$ cat config.mk
export PLATFORM = sky130hd
export DESIGN_NAME = sws_ram
export DESIGN_NICKNAME = d
export VERILOG_FILES = /design/src/design/sws_ram.sv
export SDC_FILE = /design/constraint.sdc
export NUM_CORES = 1
export LEC_CHECK = 0
export ABC_AREA = 1
export BUFFER_PORTS_ARGS = -buffer_cell sky130_fd_sc_hd__clkbuf_2
export CAP_MARGIN = 25
export CORE_ASPECT_RATIO = 0.8
export CORE_MARGIN = 5
export CORE_UTILIZATION = 35
export DETAILED_ROUTE_END_ITERATION = 8
export GPL_TIMING_DRIVEN = 0
export PLACE_DENSITY = 0.49
export SETUP_SLACK_MARGIN = 0.2
export SLEW_MARGIN = 20
export SYNTH_ARGS = -nofsm -noshare
export SYNTH_HDL_FRONTEND = slang
export SYNTH_SLANG_ARGS = --single-unit
$ cat constraint.sdc
create_clock -name clk -period 1.22 [get_ports clk]
set_clock_uncertainty 0.2 [all_clocks]
set_input_delay 0.061 -clock clk [delete_from_list [all_inputs] [get_ports clk]]
set_output_delay 0.061 -clock clk [all_outputs]
set_load 0.03 [all_outputs]
$ cat src/design/sws_ram.sv
// Generic simple dual-port RAM: one write port, one read port with registered read data.
// No dependencies.
`default_nettype none

module sws_ram #(
    parameter int WIDTH = 8,
    parameter int DEPTH = 16
) (
    input  wire logic                      clk,
    input  wire logic                      we,
    input  wire logic [$clog2(DEPTH)-1:0]  waddr,
    input  wire logic [WIDTH-1:0]          wdata,
    input  wire logic                      re,
    input  wire logic [$clog2(DEPTH)-1:0]  raddr,
    output logic      [WIDTH-1:0]          rdata
);

    logic [WIDTH-1:0] mem_reg [DEPTH];

    always_ff @(posedge clk)
    begin
        if (we)
        begin
            mem_reg[waddr] <= wdata;
        end
        if (re)
        begin
            rdata <= mem_reg[raddr];
        end
    end

endmodule

`default_nettype wire

==> flow_summary.toml <==
[drt]
vias = 3872
initialDrtViolationCount = 266
routed_wirelength_um = 15050
drc_errors = 0
drtAntennaViolNets = 0
dr.pass1.iters = 6
wire_per_inst_um = 17.85
viasPerCell = 4.593

[job]
cap_violations = 0

[setup_path]
cp.required_ps = 1190
rr_worst_depth = 6
critPathLaunchType = "flip-flop"
crit_top_cell = "nand3_2"
crit_slowest_cell = "edfxtp_1"
reg2reg_to = "rdata[2]"
crit_path_start = "mem_reg[2][2]"
r2r_slack_ps = -80
max_stage_delay_ps = 380
path_max_fanout = 1
r2r-start = "mem_reg[2][2]"
critPathArrivalTime_ps = 1270
path_cells = "inv_1 -> nand2_1 -> nand3_2 -> nand3_2 -> nand3_2 -> nand2_2"
worstSetupPathType = "flip-flop to flip-flop"
cp-end-kind = "flip-flop"

[sta]
min_period_ps = 1302
rsz0062_at_grt = "true"
worstMarginPinSlew_ps = 503.9
slew_headroom = 0.6633
fin_ws_ps = -82.46
tns_ps = -505.8
whs_ps = -46.74
setup_viol = 11
timing.final.crit_share = 1.068
slew_viol_final = 0
hold_violations = 50
max_freq_mhz = 767.8

[floorplan]
fp-row-count = 42
die_w_um = 154.5
core-area_sq_mm = 0.01650
dieArea_sq_mm = 0.01941
start_util = 0.3543
dieHeight_um = 125.6
boundaryPins = 27

[clock_tree]
cts_buffers = 17
clock_sinks = 136
cts-root-buf = "clkbuf_16"
cts_tree = "yes"
cts_buffer_depth = 2
cts_hold_buf = 4
clk_pin_slew_ps = 60
insertion_delay_ps = 420
cts_max_level = 4

[outcome]
violations = "negative hold slack, negative setup slack"
status = "finished with violations"

[synth]
synthSimpleGateAreaFrac = 0.2076
synth_top_family_by_area = "simple AND/OR/NAND/NOR gates"
synth_compound_area_frac = 0
ys_warn_count = 0
synthCells = 551
synth_top_cells_by_area = "edfxtp_1 (70%), nand2_1 (11%), nand3_1 (8.3%)"
synth_nets = 570
synth_mux_area_frac = 0
synth_adder_area_share = 0
seq_area_frac_synth = 0.6985
synth_seq_cells = 136
synth_top_area_share = 0.6985
syn_avg_cell_area_sq_um = 10.61
syn-cell-area_sq_mm = 0.005847
synth_top_area_cell = "edfxtp_1"
synth.distinct_cells = 11
synth_xor_area_frac = 0

[global_route]
antenna_found_initial = 0
grt_pass1_wl_um = 22650
overflow = 0
grtUsageTotal = 0.1612
grt_pass1_vias = 3660
grt_max_degree = 17

[cells_and_area]
diodes = 0
layoutNonFillerInstCount = 843
area_growth_pct = 29.60
drive_above_1_share = 0.2970
largest_reg_flops = 128
n_fill_cell = 1553
nets = 629

[placement]
dp_hpwl_um = 9982
place.gp.congestion = 0.8748
place_inst = 794
dp_worst_setup_slack_ps = -447.2
io_buffers = 23

[hold_path]
hp-start = "waddr[2]"
whs_endpoint = "mem_reg[0][6]"
min_path_type = "input pin to flip-flop"
whs_path_depth = 4

[power]
peakVddDrop_mv = 1.150
p_total_w = 0.01131
p_per_area_mw_per_mm2 = 1493
p_leak_nw = 3.151
[layout make-up]
class	instances	area, sq um	area share
plain buffers	24	166.4	0.02196
clock buffers	18	429.2	0.05664
clock inverters	14	156.4	0.02064
inverters	102	382.9	0.05053
multi-input cells	289	1664	0.2196
flip-flops and latches	136	4084	0.5390
well taps	220	275.3	0.03633
repair buffers	40	419.2	0.05532
[cells by family after synthesis]
| kind of cell | count (synthesis) |
|---|---|
| buffers and inverters | 126 |
| DFF | 136 |
| and+or+nand+nor | 289 |
[how the worst max path moves through the flow]
| stage | end | depth (start not counted) |
|---|---|---|
| 3_3_place_gp | mem_reg[7][0] | 3 |
| 5_1_grt | rdata[3] | 6 |
| 3_5_place_dp | mem_reg[7][2] | 3 |
| 4_1_cts | rdata[0] | 6 |
| 6_report | rdata[2] | 6 |
| 2_1_floorplan | mem_reg[10][0] | 2 |
[cells in the mapped netlist]
| cell | instances |
|---|---|
| inv_1 | 100 |
| buf_1 | 1 |
| inv_2 | 2 |
| nor2_1 | 17 |
| nand2_1 | 173 |
| nand3_1 | 97 |
| edfxtp_1 | 136 |
| nand3b_1 | 2 |
| buf_4 | 4 |
| buf_2 | 13 |
| buf_6 | 6 |
[metrics by stage]
step           area, sq um  utilization
6_report              7577       0.4592
3_5_place_dp          6332       0.3838
4_1_cts               7398       0.4484
5_1_grt               7577       0.4592
3_3_place_gp          6332       0.3838
2_1_floorplan         5942            -
[cells in the final DEF, fill, tap and decap left out, drive strengths merged]
cell type	netlist	final
nand2	173	173
edfxtp	136	136
inv	102	103
nand3	97	97
buf	24	42
clkbuf	0	36
nor2	17	17
clkinv	0	8
dlygate4sd3	0	4
bufinv	0	3
nand3b	2	2
clkinvlp	0	2
[per-layer routing]
metal	share of wire	global-route usage
met3	0.056	0.03351
met1	0.50	0.2457
met2	0.42	0.2241
met4	0.019	0.06282
met5	0	0
[timing repair]
action | CTS | global route
endpoints found under the hold margin | 107 | 35
gates resized for setup | 74 | 37
endpoints found under the setup margin | 80 | 104
setup buffers | 10 | 3
pin swaps | 34 | 28
[worst max-delay path, delay by kind of cell, from the launching register on]
family / cells / cell delay, ps
simple gates: 5 / 410
flops: 1 / 380
buf+inv: 1 / 70
[where the power goes]
group	switching (W)	total, W	internal, W	leakage [nW]
Sequential	0.0000280	0.00529	0.00527	1.24
Clock	0.00190	0.00509	0.00318	0.280
Combinational	0.000631	0.000935	0.000304	1.64
Power figures use the tool's default switching activity.
